$ cat src/design/round_robin_slice_scheduler_assert.svh
// ----------------------------------------------------------------------------
// Round-robin slice scheduler assertion macros
// Shared concurrent assertion forms, clocked on clk_i and quiet during reset.
// ----------------------------------------------------------------------------
`ifndef ROUND_ROBIN_SLICE_SCHEDULER_ASSERT_SVH
`define ROUND_ROBIN_SLICE_SCHEDULER_ASSERT_SVH

// The condition holds in the same cycle as the trigger.
`define RRSS_ASSERT_IMPLY(label, pre, post) \
  label: assert property (@(posedge clk_i) disable iff (!rst_ni) (pre) |-> (post)) \
    else $error("round_robin_slice_scheduler: same-cycle check failed");

// The condition holds in the cycle after the trigger.
`define RRSS_ASSERT_NEXT(label, pre, post) \
  label: assert property (@(posedge clk_i) disable iff (!rst_ni) (pre) |=> (post)) \
    else $error("round_robin_slice_scheduler: next-cycle check failed");

`endif

$ cat src/design/rrss_pkg.sv
// ----------------------------------------------------------------------------
// Round-robin slice scheduler package
// Sizes, operation codes, controller states and the command and status
// bundles that join the controller to the datapath.
// ----------------------------------------------------------------------------
package rrss_pkg;

  // Table size and derived widths.
  localparam int MAX_TASKS    = 16;
  localparam int IDX_W        = $clog2(MAX_TASKS);
  localparam int CNT_W        = $clog2(MAX_TASKS + 1);
  localparam int WALK_W       = $clog2(2 * MAX_TASKS);

  // Field widths.
  localparam int OP_W         = 2;
  localparam int BURST_W      = 16;
  localparam int ARR_W        = 24;
  localparam int TIME_W       = 32;
  localparam int TASK_INDEX_W = 4;
  localparam int ENTRY_W      = 2 * BURST_W;

  localparam logic [BURST_W-1:0] QUANTUM_RESET = BURST_W'(4);

  // Input operation codes.
  typedef enum logic [OP_W-1:0] {
    OP_LOAD  = 2'd0,
    OP_RUN   = 2'd1,
    OP_CLEAR = 2'd2
  } op_e;

  // Kind of result placed in the output register.
  typedef enum logic [1:0] {
    RES_FULL,
    RES_EMPTY,
    RES_SLICE
  } res_e;

  // Controller states.
  typedef enum logic [3:0] {
    ST_IDLE,
    ST_WALK,
    ST_SCAN,
    ST_SERVE,
    ST_EXEC,
    ST_TAT,
    ST_WAIT,
    ST_ADV,
    ST_RESP
  } ctrl_state_e;

  // Commands from the controller to the datapath.
  typedef struct packed {
    logic load_entry;
    logic clear_all;
    logic walk_init;
    logic walk_step;
    logic scan_init;
    logic scan_step;
    logic b_here;
    logic serve;
    logic exec;
    logic tat;
    logic wait_acc;
    logic adv;
    logic out_load;
    res_e res_kind;
  } cmd_t;

  // Status from the datapath to the controller.
  typedef struct packed {
    logic table_full;
    logic none_left;
    logic rem_nz;
    logic walk_last;
    logic scan_last;
    logic fin;
    logic out_free;
  } sts_t;

endpackage

$ cat src/design/rrss_ram.sv
// ----------------------------------------------------------------------------
// Generic RAM
// One write port and one read port with registered read data.
// ----------------------------------------------------------------------------
module rrss_ram #(
  parameter int WIDTH = 8,
  parameter int DEPTH = 16
) (
  input  logic                     clk_i,
  input  logic                     we_i,
  input  logic [$clog2(DEPTH)-1:0] waddr_i,
  input  logic [WIDTH-1:0]         wdata_i,
  input  logic [$clog2(DEPTH)-1:0] raddr_i,
  output logic [WIDTH-1:0]         rdata_o
);

  logic [WIDTH-1:0] mem_q [DEPTH];
  logic [WIDTH-1:0] rdata_q;

  // Write port.
  always_ff @(posedge clk_i) begin
    if (we_i) begin
      mem_q[waddr_i] <= wdata_i;
    end
  end

  // Registered read port.
  always_ff @(posedge clk_i) begin
    rdata_q <= mem_q[raddr_i];
  end

  assign rdata_o = rdata_q;

endmodule

$ cat src/design/rrss_ctrl.sv
// ----------------------------------------------------------------------------
// Round-robin slice scheduler controller
// Sequences loads, clears and slice runs, and steers the datapath through
// the skip walk, the fallback scan, service, accounting and the result.
// ----------------------------------------------------------------------------
module rrss_ctrl
  import rrss_pkg::*;
(
  input  logic            clk_i,
  input  logic            rst_ni,
  input  logic            in_valid_i,
  input  logic [OP_W-1:0] op_i,
  input  sts_t            sts_i,
  output logic            in_stall_o,
  output cmd_t            cmd_o
);

  ctrl_state_e state_q, state_d;
  res_e        res_kind_q, res_kind_d;

  // State and result-kind registers.
  always_ff @(posedge clk_i or negedge rst_ni) begin
    if (!rst_ni) begin
      state_q    <= ST_IDLE;
      res_kind_q <= RES_EMPTY;
    end else begin
      state_q    <= state_d;
      res_kind_q <= res_kind_d;
    end
  end

  // Next-state logic.
  always_comb begin
    state_d    = state_q;
    res_kind_d = res_kind_q;
    case (state_q)
      ST_IDLE: begin
        if (in_valid_i) begin
          case (op_i)
            OP_LOAD: begin
              if (sts_i.table_full) begin
                res_kind_d = RES_FULL;
                state_d    = ST_RESP;
              end
            end
            OP_RUN: begin
              if (sts_i.none_left) begin
                res_kind_d = RES_EMPTY;
                state_d    = ST_RESP;
              end else begin
                state_d = ST_WALK;
              end
            end
            default: begin
              state_d = ST_IDLE;
            end
          endcase
        end
      end
      ST_WALK: begin
        if (sts_i.rem_nz) begin
          state_d = ST_SERVE;
        end else if (sts_i.walk_last) begin
          state_d = ST_SCAN;
        end
      end
      ST_SCAN: begin
        if (sts_i.rem_nz) begin
          state_d = ST_SERVE;
        end else if (sts_i.scan_last) begin
          res_kind_d = RES_EMPTY;
          state_d    = ST_RESP;
        end
      end
      ST_SERVE: begin
        state_d = ST_EXEC;
      end
      ST_EXEC: begin
        state_d = sts_i.fin ? ST_TAT : ST_ADV;
      end
      ST_TAT: begin
        state_d = ST_WAIT;
      end
      ST_WAIT: begin
        state_d = ST_ADV;
      end
      ST_ADV: begin
        res_kind_d = RES_SLICE;
        state_d    = ST_RESP;
      end
      ST_RESP: begin
        if (sts_i.out_free) begin
          state_d = ST_IDLE;
        end
      end
      default: begin
        state_d = ST_IDLE;
      end
    endcase
  end

  // Command outputs.
  always_comb begin
    cmd_o          = '0;
    cmd_o.res_kind = res_kind_q;
    in_stall_o     = 1'b1;
    case (state_q)
      ST_IDLE: begin
        in_stall_o = 1'b0;
        if (in_valid_i) begin
          case (op_i)
            OP_LOAD:  cmd_o.load_entry = !sts_i.table_full;
            OP_RUN:   cmd_o.walk_init  = !sts_i.none_left;
            OP_CLEAR: cmd_o.clear_all  = 1'b1;
            default:  cmd_o.clear_all  = 1'b0;
          endcase
        end
      end
      ST_WALK: begin
        if (sts_i.rem_nz) begin
          cmd_o.b_here = 1'b1;
        end else if (sts_i.walk_last) begin
          cmd_o.scan_init = 1'b1;
        end else begin
          cmd_o.walk_step = 1'b1;
        end
      end
      ST_SCAN: begin
        if (sts_i.rem_nz) begin
          cmd_o.b_here = 1'b1;
        end else if (!sts_i.scan_last) begin
          cmd_o.scan_step = 1'b1;
        end
      end
      ST_SERVE: cmd_o.serve    = 1'b1;
      ST_EXEC:  cmd_o.exec     = 1'b1;
      ST_TAT:   cmd_o.tat      = 1'b1;
      ST_WAIT:  cmd_o.wait_acc = 1'b1;
      ST_ADV:   cmd_o.adv      = 1'b1;
      ST_RESP:  cmd_o.out_load = sts_i.out_free;
      default:  in_stall_o     = 1'b1;
    endcase
  end

endmodule

$ cat src/design/rrss_dpath.sv
// ----------------------------------------------------------------------------
// Round-robin slice scheduler datapath
// Task table memories, clock and sum registers, the walk index and the
// output register, all driven by controller commands.
// ----------------------------------------------------------------------------
module rrss_dpath
  import rrss_pkg::*;
(
  input  logic                    clk_i,
  input  logic                    rst_ni,
  input  cmd_t                    cmd_i,
  output sts_t                    sts_o,
  input  logic                    cfg_wr_en_i,
  input  logic [BURST_W-1:0]      cfg_wr_data_i,
  input  logic [BURST_W-1:0]      burst_time_i,
  input  logic [ARR_W-1:0]        arrival_time_i,
  output logic                    out_valid_o,
  input  logic                    out_stall_i,
  output logic [TASK_INDEX_W-1:0] task_index_o,
  output logic [TIME_W-1:0]       slice_start_o,
  output logic [BURST_W-1:0]      slice_length_o,
  output logic                    task_finished_o,
  output logic [TIME_W-1:0]       wait_time_o,
  output logic [TIME_W-1:0]       turnaround_time_o,
  output logic                    all_done_o,
  output logic [TIME_W-1:0]       total_wait_o,
  output logic [TIME_W-1:0]       total_turnaround_o,
  output logic                    table_full_o
);

  // Control state.
  logic [CNT_W-1:0]   task_count_q, task_count_d;
  logic [CNT_W-1:0]   tasks_left_q, tasks_left_d;
  logic [IDX_W-1:0]   cur_idx_q, cur_idx_d;
  logic [TIME_W-1:0]  clock_q, clock_d;
  logic [TIME_W-1:0]  wsum_q, wsum_d;
  logic [TIME_W-1:0]  tsum_q, tsum_d;
  logic [BURST_W-1:0] quantum_q, quantum_d;
  logic               out_valid_q, out_valid_d;

  // Working registers.
  logic [IDX_W-1:0]   idx_q, idx_d;
  logic [WALK_W-1:0]  k_q, k_d;
  logic [BURST_W-1:0] rem_q, rem_d;
  logic [BURST_W-1:0] burst_q, burst_d;
  logic [ARR_W-1:0]   arr_q, arr_d;
  logic [BURST_W-1:0] len_q, len_d;
  logic               fin_q, fin_d;
  logic [TIME_W-1:0]  start_q, start_d;
  logic [TIME_W-1:0]  tat_q, tat_d;
  logic [TIME_W-1:0]  wt_q, wt_d;

  // Output register.
  logic [TASK_INDEX_W-1:0] o_idx_q, o_idx_d;
  logic [TIME_W-1:0]       o_start_q, o_start_d;
  logic [BURST_W-1:0]      o_len_q, o_len_d;
  logic                    o_fin_q, o_fin_d;
  logic [TIME_W-1:0]       o_wt_q, o_wt_d;
  logic [TIME_W-1:0]       o_tat_q, o_tat_d;
  logic                    o_done_q, o_done_d;
  logic [TIME_W-1:0]       o_twait_q, o_twait_d;
  logic [TIME_W-1:0]       o_ttat_q, o_ttat_d;
  logic                    o_full_q, o_full_d;

  // Memory ports.
  logic               we_a, we_b;
  logic [IDX_W-1:0]   waddr_a, raddr_a, raddr_b, load_addr;
  logic [ENTRY_W-1:0] wdata_a, rdata_a;
  logic [ARR_W-1:0]   rdata_b;
  logic [BURST_W-1:0] rd_burst, rd_rem;

  // Helpers.
  logic [BURST_W-1:0] q_eff, load_burst;
  logic [CNT_W-1:0]   nxt_cnt;
  logic [IDX_W-1:0]   adv_idx;
  logic [WALK_W-1:0]  walk_limit;
  logic [TIME_W-1:0]  rd_arr_t, serve_start;
  logic               all_done;

  assign rd_burst   = rdata_a[ENTRY_W-1:BURST_W];
  assign rd_rem     = rdata_a[BURST_W-1:0];
  assign rd_arr_t   = TIME_W'(rdata_b);
  assign load_addr  = task_count_q[IDX_W-1:0];
  assign q_eff      = (quantum_q == '0) ? BURST_W'(1) : quantum_q;
  assign load_burst = (burst_time_i == '0) ? BURST_W'(1) : burst_time_i;
  assign all_done   = (tasks_left_q == '0) && (task_count_q != '0);
  assign walk_limit = WALK_W'({task_count_q, 1'b0} - (CNT_W + 1)'(1));

  // Next slot after the current one: taken only if it exists and has arrived.
  assign nxt_cnt = CNT_W'(idx_q) + CNT_W'(1);
  always_comb begin
    adv_idx = '0;
    if (nxt_cnt < task_count_q && rd_arr_t <= clock_q) begin
      adv_idx = IDX_W'(nxt_cnt);
    end
  end

  // Slice start after any idle gap up to the task's arrival.
  assign serve_start = (clock_q < rd_arr_t) ? rd_arr_t : clock_q;

  // Status toward the controller.
  always_comb begin
    sts_o.table_full = (task_count_q >= CNT_W'(MAX_TASKS));
    sts_o.none_left  = (tasks_left_q == '0) || (task_count_q == '0);
    sts_o.rem_nz     = (rd_rem != '0);
    sts_o.walk_last  = (k_q == walk_limit);
    sts_o.scan_last  = (nxt_cnt == task_count_q);
    sts_o.fin        = fin_q;
    sts_o.out_free   = !out_valid_q || !out_stall_i;
  end

  // Walk index and step counter; the memories read at the next index.
  always_comb begin
    idx_d = idx_q;
    k_d   = k_q;
    if (cmd_i.walk_init) begin
      idx_d = (CNT_W'(cur_idx_q) < task_count_q) ? cur_idx_q : '0;
      k_d   = '0;
    end else if (cmd_i.walk_step) begin
      idx_d = adv_idx;
      k_d   = k_q + WALK_W'(1);
    end else if (cmd_i.scan_init) begin
      idx_d = '0;
    end else if (cmd_i.scan_step) begin
      idx_d = idx_q + IDX_W'(1);
    end
  end

  assign raddr_a = idx_d;
  assign raddr_b = cmd_i.b_here ? idx_d : idx_d + IDX_W'(1);

  // Table writes: a new record on load, the remaining time after a slice.
  always_comb begin
    we_a    = cmd_i.load_entry || cmd_i.exec;
    waddr_a = cmd_i.load_entry ? load_addr : idx_q;
    wdata_a = cmd_i.load_entry ? {load_burst, load_burst} : {burst_q, rem_q - len_q};
    we_b    = cmd_i.load_entry;
  end

  rrss_ram #(
    .WIDTH (ENTRY_W),
    .DEPTH (MAX_TASKS)
  ) u_ram_burst_rem (
    .clk_i   (clk_i),
    .we_i    (we_a),
    .waddr_i (waddr_a),
    .wdata_i (wdata_a),
    .raddr_i (raddr_a),
    .rdata_o (rdata_a)
  );

  rrss_ram #(
    .WIDTH (ARR_W),
    .DEPTH (MAX_TASKS)
  ) u_ram_arrival (
    .clk_i   (clk_i),
    .we_i    (we_b),
    .waddr_i (load_addr),
    .wdata_i (arrival_time_i),
    .raddr_i (raddr_b),
    .rdata_o (rdata_b)
  );

  // Scheduler state: counts, clock, sums and quantum.
  always_comb begin
    task_count_d = task_count_q;
    tasks_left_d = tasks_left_q;
    cur_idx_d    = cur_idx_q;
    clock_d      = clock_q;
    wsum_d       = wsum_q;
    tsum_d       = tsum_q;
    quantum_d    = cfg_wr_en_i ? cfg_wr_data_i : quantum_q;
    if (cmd_i.clear_all) begin
      task_count_d = '0;
      tasks_left_d = '0;
      cur_idx_d    = '0;
      clock_d      = '0;
      wsum_d       = '0;
      tsum_d       = '0;
    end
    if (cmd_i.load_entry) begin
      task_count_d = task_count_q + CNT_W'(1);
      tasks_left_d = tasks_left_q + CNT_W'(1);
    end
    if (cmd_i.serve) begin
      clock_d = serve_start;
    end
    if (cmd_i.exec) begin
      clock_d = clock_q + TIME_W'(len_q);
      if (fin_q) begin
        tasks_left_d = tasks_left_q - CNT_W'(1);
      end
    end
    if (cmd_i.wait_acc) begin
      tsum_d = tsum_q + tat_q;
    end
    if (cmd_i.adv) begin
      cur_idx_d = adv_idx;
      if (fin_q) begin
        wsum_d = wsum_q + wt_q;
      end
    end
  end

  // Per-slice working values.
  always_comb begin
    rem_d   = rem_q;
    burst_d = burst_q;
    arr_d   = arr_q;
    len_d   = len_q;
    fin_d   = fin_q;
    start_d = start_q;
    tat_d   = tat_q;
    wt_d    = wt_q;
    if (cmd_i.serve) begin
      rem_d   = rd_rem;
      burst_d = rd_burst;
      arr_d   = rdata_b;
      fin_d   = (rd_rem <= q_eff);
      len_d   = (rd_rem <= q_eff) ? rd_rem : q_eff;
      start_d = serve_start;
    end
    if (cmd_i.tat) begin
      tat_d = clock_q - TIME_W'(arr_q);
    end
    if (cmd_i.wait_acc) begin
      wt_d = tat_q - TIME_W'(burst_q);
    end
  end

  // Output register load.
  always_comb begin
    out_valid_d = out_valid_q && out_stall_i;
    o_idx_d     = o_idx_q;
    o_start_d   = o_start_q;
    o_len_d     = o_len_q;
    o_fin_d     = o_fin_q;
    o_wt_d      = o_wt_q;
    o_tat_d     = o_tat_q;
    o_done_d    = o_done_q;
    o_twait_d   = o_twait_q;
    o_ttat_d    = o_ttat_q;
    o_full_d    = o_full_q;
    if (cmd_i.out_load) begin
      out_valid_d = 1'b1;
      o_idx_d     = '0;
      o_start_d   = '0;
      o_len_d     = '0;
      o_fin_d     = 1'b0;
      o_wt_d      = '0;
      o_tat_d     = '0;
      o_done_d    = 1'b0;
      o_twait_d   = '0;
      o_ttat_d    = '0;
      o_full_d    = 1'b0;
      case (cmd_i.res_kind)
        RES_FULL: begin
          o_full_d = 1'b1;
        end
        RES_EMPTY: begin
          o_start_d = clock_q;
          o_done_d  = all_done;
          o_twait_d = all_done ? wsum_q : '0;
          o_ttat_d  = all_done ? tsum_q : '0;
        end
        RES_SLICE: begin
          o_idx_d   = TASK_INDEX_W'(idx_q);
          o_start_d = start_q;
          o_len_d   = len_q;
          o_fin_d   = fin_q;
          o_wt_d    = fin_q ? wt_q : '0;
          o_tat_d   = fin_q ? tat_q : '0;
          o_done_d  = all_done;
          o_twait_d = all_done ? wsum_q : '0;
          o_ttat_d  = all_done ? tsum_q : '0;
        end
        default: begin
          o_full_d = 1'b0;
        end
      endcase
    end
  end

  // Control registers.
  always_ff @(posedge clk_i or negedge rst_ni) begin
    if (!rst_ni) begin
      task_count_q <= '0;
      tasks_left_q <= '0;
      cur_idx_q    <= '0;
      clock_q      <= '0;
      wsum_q       <= '0;
      tsum_q       <= '0;
      quantum_q    <= QUANTUM_RESET;
      out_valid_q  <= 1'b0;
    end else begin
      task_count_q <= task_count_d;
      tasks_left_q <= tasks_left_d;
      cur_idx_q    <= cur_idx_d;
      clock_q      <= clock_d;
      wsum_q       <= wsum_d;
      tsum_q       <= tsum_d;
      quantum_q    <= quantum_d;
      out_valid_q  <= out_valid_d;
    end
  end

  // Payload registers.
  always_ff @(posedge clk_i) begin
    idx_q     <= idx_d;
    k_q       <= k_d;
    rem_q     <= rem_d;
    burst_q   <= burst_d;
    arr_q     <= arr_d;
    len_q     <= len_d;
    fin_q     <= fin_d;
    start_q   <= start_d;
    tat_q     <= tat_d;
    wt_q      <= wt_d;
    o_idx_q   <= o_idx_d;
    o_start_q <= o_start_d;
    o_len_q   <= o_len_d;
    o_fin_q   <= o_fin_d;
    o_wt_q    <= o_wt_d;
    o_tat_q   <= o_tat_d;
    o_done_q  <= o_done_d;
    o_twait_q <= o_twait_d;
    o_ttat_q  <= o_ttat_d;
    o_full_q  <= o_full_d;
  end

  assign out_valid_o        = out_valid_q;
  assign task_index_o       = o_idx_q;
  assign slice_start_o      = o_start_q;
  assign slice_length_o     = o_len_q;
  assign task_finished_o    = o_fin_q;
  assign wait_time_o        = o_wt_q;
  assign turnaround_time_o  = o_tat_q;
  assign all_done_o         = o_done_q;
  assign total_wait_o       = o_twait_q;
  assign total_turnaround_o = o_ttat_q;
  assign table_full_o       = o_full_q;

endmodule

$ cat src/design/round_robin_slice_scheduler.sv
// A load, a clear or an unused op is taken straight from the idle state. A
// run goes through the skip walk and, if needed, the fallback scan, which
// visit one table entry per cycle through the registered read port of the
// task table, followed by serve, update, accounting and index advance
// steps, one per cycle. A refused load or a run with nothing left goes
// straight to the result state. A new item is taken as soon as the result
// moves into the output register, even while that result still waits for
// transfer. The table needs no clearing pass after reset.
// ----------------------------------------------------------------------------
// Round-robin slice scheduler
// Task table with time-slice service, per-task wait and turnaround reports
// and running totals; controller and datapath under one top level.
// ----------------------------------------------------------------------------
`include "round_robin_slice_scheduler_assert.svh"

module round_robin_slice_scheduler
  import rrss_pkg::*;
(
  input  logic                    clk_i,
  input  logic                    rst_ni,
  input  logic                    cfg_wr_en_i,
  input  logic [BURST_W-1:0]      cfg_wr_data_i,
  input  logic                    in_valid_i,
  output logic                    in_stall_o,
  input  logic [OP_W-1:0]         op_i,
  input  logic [BURST_W-1:0]      burst_time_i,
  input  logic [ARR_W-1:0]        arrival_time_i,
  output logic                    out_valid_o,
  input  logic                    out_stall_i,
  output logic [TASK_INDEX_W-1:0] task_index_o,
  output logic [TIME_W-1:0]       slice_start_o,
  output logic [BURST_W-1:0]      slice_length_o,
  output logic                    task_finished_o,
  output logic [TIME_W-1:0]       wait_time_o,
  output logic [TIME_W-1:0]       turnaround_time_o,
  output logic                    all_done_o,
  output logic [TIME_W-1:0]       total_wait_o,
  output logic [TIME_W-1:0]       total_turnaround_o,
  output logic                    table_full_o
);

  cmd_t cmd;
  sts_t sts;

  // Sequencer.
  rrss_ctrl u_ctrl (
    .clk_i      (clk_i),
    .rst_ni     (rst_ni),
    .in_valid_i (in_valid_i),
    .op_i       (op_i),
    .sts_i      (sts),
    .in_stall_o (in_stall_o),
    .cmd_o      (cmd)
  );

  // Table, timekeeping and output register.
  rrss_dpath u_dpath (
    .clk_i              (clk_i),
    .rst_ni             (rst_ni),
    .cmd_i              (cmd),
    .sts_o              (sts),
    .cfg_wr_en_i        (cfg_wr_en_i),
    .cfg_wr_data_i      (cfg_wr_data_i),
    .burst_time_i       (burst_time_i),
    .arrival_time_i     (arrival_time_i),
    .out_valid_o        (out_valid_o),
    .out_stall_i        (out_stall_i),
    .task_index_o       (task_index_o),
    .slice_start_o      (slice_start_o),
    .slice_length_o     (slice_length_o),
    .task_finished_o    (task_finished_o),
    .wait_time_o        (wait_time_o),
    .turnaround_time_o  (turnaround_time_o),
    .all_done_o         (all_done_o),
    .total_wait_o       (total_wait_o),
    .total_turnaround_o (total_turnaround_o),
    .table_full_o       (table_full_o)
  );

  // A run request keeps the input stalled in the following cycle.
  `RRSS_ASSERT_NEXT(a_run_holds_input, in_valid_i && !in_stall_o && op_i == OP_RUN, in_stall_o)
  // A finishing slice always grants some time.
  `RRSS_ASSERT_IMPLY(a_finish_has_length, out_valid_o && task_finished_o, slice_length_o != '0)
  // A refused load carries no schedule information.
  `RRSS_ASSERT_IMPLY(a_full_is_bare, out_valid_o && table_full_o,
                     !all_done_o && slice_length_o == '0 && !task_finished_o)
  // The table write, run start, clear and result load never coincide.
  `RRSS_ASSERT_IMPLY(a_cmd_exclusive, 1'b1,
                     $onehot0({cmd.load_entry, cmd.walk_init, cmd.clear_all, cmd.out_load}))

endmodule

$ cat config.mk
export PLATFORM = sky130hd
export DESIGN_NAME = round_robin_slice_scheduler
export DESIGN_NICKNAME = d
export VERILOG_FILES = /design/src/design/rrss_pkg.sv /design/src/design/rrss_ram.sv /design/src/design/rrss_ctrl.sv /design/src/design/rrss_dpath.sv /design/src/design/round_robin_slice_scheduler.sv
export VERILOG_INCLUDE_DIRS = /design/src /design/src/design
export SDC_FILE = /design/constraint.sdc
export NUM_CORES = 2
export LEC_CHECK = 0
export ABC_AREA = 1
export BUFFER_PORTS_ARGS = -buffer_cell sky130_fd_sc_hd__buf_2
export CORE_AREA = 2 2 336 504
export DETAILED_ROUTE_END_ITERATION = 8
export DIE_AREA = 0 0 338 506
export SETUP_SLACK_MARGIN = 0.1
export SLEW_MARGIN = 20
export SYNTH_ARGS = -nofsm -noshare
export SYNTH_HDL_FRONTEND = slang
export SYNTH_SLANG_ARGS = --single-unit
$ cat constraint.sdc
create_clock -name clk_i -period 8.67 [get_ports clk_i]
set_input_delay 0.867 -clock clk_i [delete_from_list [all_inputs] [get_ports clk_i]]
set_output_delay 0.867 -clock clk_i [all_outputs]
set_load 0.05 [all_outputs]
# Word-level counts from Yosys, hierarchy flattened
# Memory sizes are Yosys's and may differ from the RTL's. A register that Yosys moved wholly into a read port is not among the register bits.
# Index checks and enable logic that the tools add are counted.
dict set report totals {
  ff_bits 494
  mem_bits_rw 896
  inputBits 63
  output_inout_bits 185
  wordCells 179
  n_memories 2
}
dict set report op_classes {
  add_sub_neg 14
  order_cmp 6
  n_eq_ne 23
  mux 74
  n_reduce_logical 30
}
# memory depth width rd rd_clocked_by_memory_dff write_ports line
set memory_table {}
lappend memory_table {u_dpath.u_ram_burst_rem.mem_q 16 32 1 1 1 rrss_ram.sv:17} ;# logic [WIDTH-1:0] mem_q [DEPTH];
lappend memory_table {u_dpath.u_ram_arrival.mem_q 16 24 1 1 1 rrss_ram.sv:17}
# cell count
set op_table {}
lappend op_table {{$mux W32} 9}
lappend op_table {{$mux W4} 18}
lappend op_table {{$add A32 B32 Y32} 2}
lappend op_table {{$pmux W32 S2} 1}
lappend op_table {{$mux W16} 3}
lappend op_table {{$pmux W4 S9} 1}
lappend op_table {{$add A32 B16 Y32} 1}
lappend op_table {{$le A24 B32 Y1} 1}
lappend op_table {{$logic_not A16 Y1} 2}
lappend op_table {{$lt A32 B24 Y1} 1}
lappend op_table {{$sub A32 B16 Y32} 1}
lappend op_table {{$sub A32 B24 Y32} 1}
lappend op_table {{$mux W5} 6}
lappend op_table {{$mux W1} 23}
lappend op_table {{$eq A4 B3 Y1 const B} 4}
lappend op_table {{$le A16 B16 Y1} 1}
lappend op_table {{$mux W2} 8}
lappend op_table {{$reduce_bool A16 Y1} 1}
lappend op_table {{$sub A16 B16 Y16} 1}
lappend op_table {{$add A5 B1 Y5 const B} 3}
lappend op_table {{$eq A5 B5 Y1} 2}
lappend op_table {{$logic_not A5 Y1} 2}
lappend op_table {{$sub A5 B1 Y5 const B} 2}
lappend op_table {{$ne A3 B2 Y1 const B} 3}
lappend op_table {{other kinds (29)} 50}

# Depth between registers and ports, before layout
dict set report logic_depth {
  word_depth 11
  ltp_mapped 30
  depth_no_buf 26
}

# By module
# Synthesis repeated with hierarchy kept, for this count alone.
dict set report unflattened {
  cells_unflattened 7026
  hier_area_um2 68411.9
}
# module n_inst cells_per_inst area_each_um2 seq_area_each_um2
set modules_own_cells {}
lappend modules_own_cells {rrss_dpath 1 3217 28194.5 13929.6}
lappend modules_own_cells {{rrss_ram at u_dpath.u_ram_burst_rem} 1 2120 22730.6 16015.4}
lappend modules_own_cells {{rrss_ram at u_dpath.u_ram_arrival} 1 1597 16951.3 12011.5}
lappend modules_own_cells {rrss_ctrl 1 92 535.5 151.4}

# Worst setup path after synthesis
# No wires, ideal clock.
dict set report synth_path {
  kind {input port to flip-flop}
  startpoint {input port out_stall_i}
  endpoint {register u_dpath.o_done_q, in the netlist u_dpath.all_done_o (enable)}
  setup_ns 0.728
  t_arrival_ns 8.558
  t_required_ns 7.942
  setup_slack_ns -0.617
  stages 3
  path_buffers 0
  path_cell_list {nand2_1 inv_1 nor2_1}
}
# element line
set synth_lines {}
lappend synth_lines {{start: declaration} round_robin_slice_scheduler.sv:29} ;# input logic out_stall_i,
lappend synth_lines {{end signal: assignment} rrss_dpath.sv:325} ;# o_done_q <= o_done_d;
lappend synth_lines {{end: declaration} rrss_dpath.sv:60} ;# logic o_done_q, o_done_d;

# Worst setup path in the final report
dict set report layout_path {
  startpoint {register u_dpath.idx_q[0]}
  endpoint {register u_dpath.u_ram_arrival.rdata_q[16], in the netlist u_dpath.u_ram_arrival.rdata_o[16] (read register of u_dpath.u_ram_arrival.mem_q)}
}
dict set report layout_via {
  elab_chain_cells 11
  word_cells_on_any_way 15
  cone_classes {add/sub: 3; order compare: 1; eq/ne: 1; mux: 9; reduce/logical: 1}
}
# element line
set layout_rtl {}
lappend layout_rtl {{start: declaration} rrss_dpath.sv:42} ;# logic [IDX_W-1:0] idx_q, idx_d;
lappend layout_rtl {{start signal: assignment} rrss_dpath.sv:309} ;# idx_q <= idx_d;
lappend layout_rtl {{$add A4 B1 Y5} rrss_dpath.sv:90} ;# assign nxt_cnt = CNT_W'(idx_q) + CNT_W'(1);
lappend layout_rtl {{$eq A5 B5 Y1} rrss_dpath.sv:107} ;# sts_o.scan_last = (nxt_cnt == task_count_q);
lappend layout_rtl {{$mux W1} rrss_ctrl.sv:131} ;# end else if (!sts_i.scan_last) begin
lappend layout_rtl {{$mux W1} rrss_ctrl.sv:129} ;# if (sts_i.rem_nz) begin
lappend layout_rtl {{$mux W1} rrss_ctrl.sv:107} ;# case (state_q)
lappend layout_rtl {{$mux W4} rrss_dpath.sv:124} ;# end else if (cmd_i.scan_step) begin
lappend layout_rtl {{$mux W4} rrss_dpath.sv:122} ;# end else if (cmd_i.scan_init) begin
lappend layout_rtl {{$mux W4 *} rrss_dpath.sv:119} ;# end else if (cmd_i.walk_step) begin
lappend layout_rtl {{$mux W4 *} rrss_dpath.sv:116} ;# if (cmd_i.walk_init) begin
lappend layout_rtl {{$add A4 B1 Y4} rrss_dpath.sv:130} ;# assign raddr_b = cmd_i.b_here ? idx_d : idx_d + IDX_W'(1);
lappend layout_rtl {{$mux W4 *} rrss_dpath.sv:130}
lappend layout_rtl {{end: declaration} rrss_ram.sv:18} ;# logic [WIDTH-1:0] rdata_q;
# Every way passes the cells marked *; elsewhere a longest branch is shown, timed or not.
# A chain may end at the register's enable or synchronous reset.

==> run metrics <==
outcome finished clean; switching share of power 0.4126; first-pass GRT wire length 276,400 µm; clock latency at the later pin of the worst-skew pair 790 ps; I/O pin count 248; total global-route track usage 0.2146; worst-path cell chain ha_1 > xor2_1 > ha_1 > a21oi_1 > o21ai_0 > a21o_1 > a21oi_1 > nand4_1 > nand2_2 > nand2_8 > inv_6 > ha_1 > inv_1 > nor2_1 > xor2_4 > buf_4 > nand3_1 > nand3_1 > nand2_1; Die Y 506 µm; sequential area share after synthesis 0.6363; share of layout cells above drive strength 1 0.1135; pin count of the biggest net entering global routing 174; met2 global-route usage 0.3593; WL per Instance 21.54 µm; most common flop cell mapped by yosys edfxtp_1; Comb pwr share 0.409; vias in the first global route 44,760; global routing usage on met1 0.2794; initial antenna violation count 13; Pins Over Slew Limit 0; Max clock buf depth 3; worst min path class in2async; Mapped Area 66,170 µm²; routed vias/inst 5.298; Most flops, register u_dpath.u_ram_burst_rem.mem_q; CP Data Required Time 9340 ps; RSZ-0062 raised after global routing false; met3 Use GR 0.03071; initial drt markers 3,837; Post-synth EDFFs 1,248; H-tree depth 4; core area 166,900 µm²; crit end category register; CTS Buf Count 141; cts hold-fix bufs 0; leading area contributor after synthesis edfxtp_1; clock slew at reported path FFs 60 ps; CP max stage delay 950 ps; vias 45,750; CTS tree yes; First-pass DRT Iterations 5; fin crit period 6082 ps; Highest Clock Rate 164.4 MHz; Rows 184; Worst Max-Slew Pin Slew 1148 ps; clock power share 0.247; synthesis-to-layout area growth 13.21%; synth top area cells edfxtp_1, nand3_1, nand2_1; R2R setup slack 2590 ps; post-CTS resize count 0; ys async rst share 0.09198; slowest CP cell xor2_4; Yosys warnings 0; Leak 29.21 nW; Yosys reg bits 1,446; DP Wirelength 115,800 µm; slew margin rel. 0.2336; Int Power 15.41 mW; CP dominant cell by count ha_1; maximum VDD drop 0.4625 mV; top post-synthesis cells by count edfxtp_1, nand2_1, nand3_1; IO Port Bufs 247; Die ar. 171,000 µm²; Final Util 0.4488; Mapped Cells 6,070; worst-path fanout max 173; Clock Tree Root clkbuf_16; GR peak layer met2; critical path class reg2reg; Pwr Total 26.23 mW; clk sinks 1,446; final routed DRC violation total 0; Starting Density 0.3964; routability congestion estimate 0.9168; Hold Violations, Final 0; pre-CTS setup slack 2489 ps; pwr dens 350.1 nW/µm²; final-layout fill cell count 15,390; synth unique cells 64; Setup WS post-layout 2588 ps; net count after synthesis 6,333; setup TNS 0 ps; nets 6,545; period utilization 0.7015; largest registers u_dpath.u_ram_burst_rem.mem_q: 512 flops, u_dpath.u_ram_arrival.mem_q: 384 flops; Flop pwr share 0.344; DRT Wirelength 186,000 µm; arrival time worst endpoint 6750 ps; syn avg cell area 10.90 µm²; setup bufs post-CTS 0; max reg flops 512; sw power 10.82 mW; Worst Skew 31.25 ps; # setup viols final 0; Die Wd 338 µm; GR Overflow Total 0; max-cap viol count 0; Final ANT Viol Nets 0; Setup crit start kind register; Yosys top cell area share 0.5664; most numerous cell in the Yosys netlist edfxtp_1
## layout make-up
cell class | instances | area, µm² | area share
antenna | 4 | 10.01 | 0.0001336
clock buffer | 180 | 3797 | 0.05069
clock inverter | 80 | 1081 | 0.01443
inverter | 728 | 2741 | 0.03660
multi-input combinational | 3614 | 20240 | 0.2702
sequential | 1446 | 42110 | 0.5621
tap | 2232 | 2793 | 0.03728
timing repair buffer | 351 | 2141 | 0.02858
## cell usage in the layout (no fill, tap or decap), drive strengths merged, types with 50 or more instances in the layout
| master | count |
|---|---|
| dfxtp | 65 |
| nand2 | 963 |
| nor2 | 367 |
| clkbuf | 180 |
| edfxtp | 1248 |
| o211ai | 259 |
| o21ai | 227 |
| clkinv | 50 |
| xor2 | 80 |
| nand3 | 727 |
| dfrtp | 131 |
| a21oi | 295 |
| or2 | 225 |
| buf | 351 |
| inv | 730 |
| ha | 194 |
## power groups by stage
stage	sequential (mW)	combinational [mW]	clock, mW
6_report	9.02	10.7	6.48
5_1_grt	9.09	11.8	6.84
4_1_cts	9.02	10.7	6.60
3_5_place_dp	9.16	10.7	0
3_3_place_gp	9.14	10.6	0
2_1_floorplan	9.76	7.19	0
## path summary, 6_finish.rpt
path	endpoint	startpoint	cells past startpoint
min	u_dpath.clock_q[27]	rst_ni	1
max in group asynchronous	u_dpath.wsum_q[4]	rst_ni	2
min reg2reg	u_dpath.burst_q[10]	u_dpath.u_ram_burst_rem.rdata_o[26]	0
min in group clk_i	u_dpath.quantum_q[2]	cfg_wr_data_i[2]	3
max	u_dpath.u_ram_arrival.rdata_o[16]	u_dpath.idx_q[0]	19
max reg2reg	u_dpath.u_ram_arrival.rdata_o[16]	u_dpath.idx_q[0]	19
## kinds of logic after synthesis
family | Yosys count | synth area share
buffers and inverters | 1010 | 0.06325
and+or+nand+nor | 2393 | 0.1631
DFF | 1446 | 0.6363
xor gates and xnor gates | 114 | 0.01532
adders and majority gates | 200 | 0.03850
AOI/OAI and AO/OA | 907 | 0.08350
## worst max-delay path, delay by kind of cell, from the launching register on
family,cells,cell delay [ps]
adder cells (fa/ha/maj),3,780
buffers and inverters,3,1220
AND/OR/NAND/NOR,7,1600
AO/OA/AOI/OAI,4,680
XOR/XNOR,2,1200
flip-flops,1,420
## routing by layer
metal / wire (µm) / share of wire
met3: 10570 / 0.057
met2: 89680 / 0.48
met5: 121 / 0.00065
met1: 78410 / 0.42
met4: 7227 / 0.039
## through the flow
step / hold WS [ps] / area (µm²) / std cells
floorplan: 385.5 / 66170 / 6070
global placement: 388.0 / 69860 / 8364
detailed placement: 388.7 / 69930 / 8367
CTS: 191.1 / 74800 / 8627
global route: 240.3 / 74900 / 8632
finish: 184.2 / 74910 / 8635
Note: power is estimated with default switching activity, not from simulation.
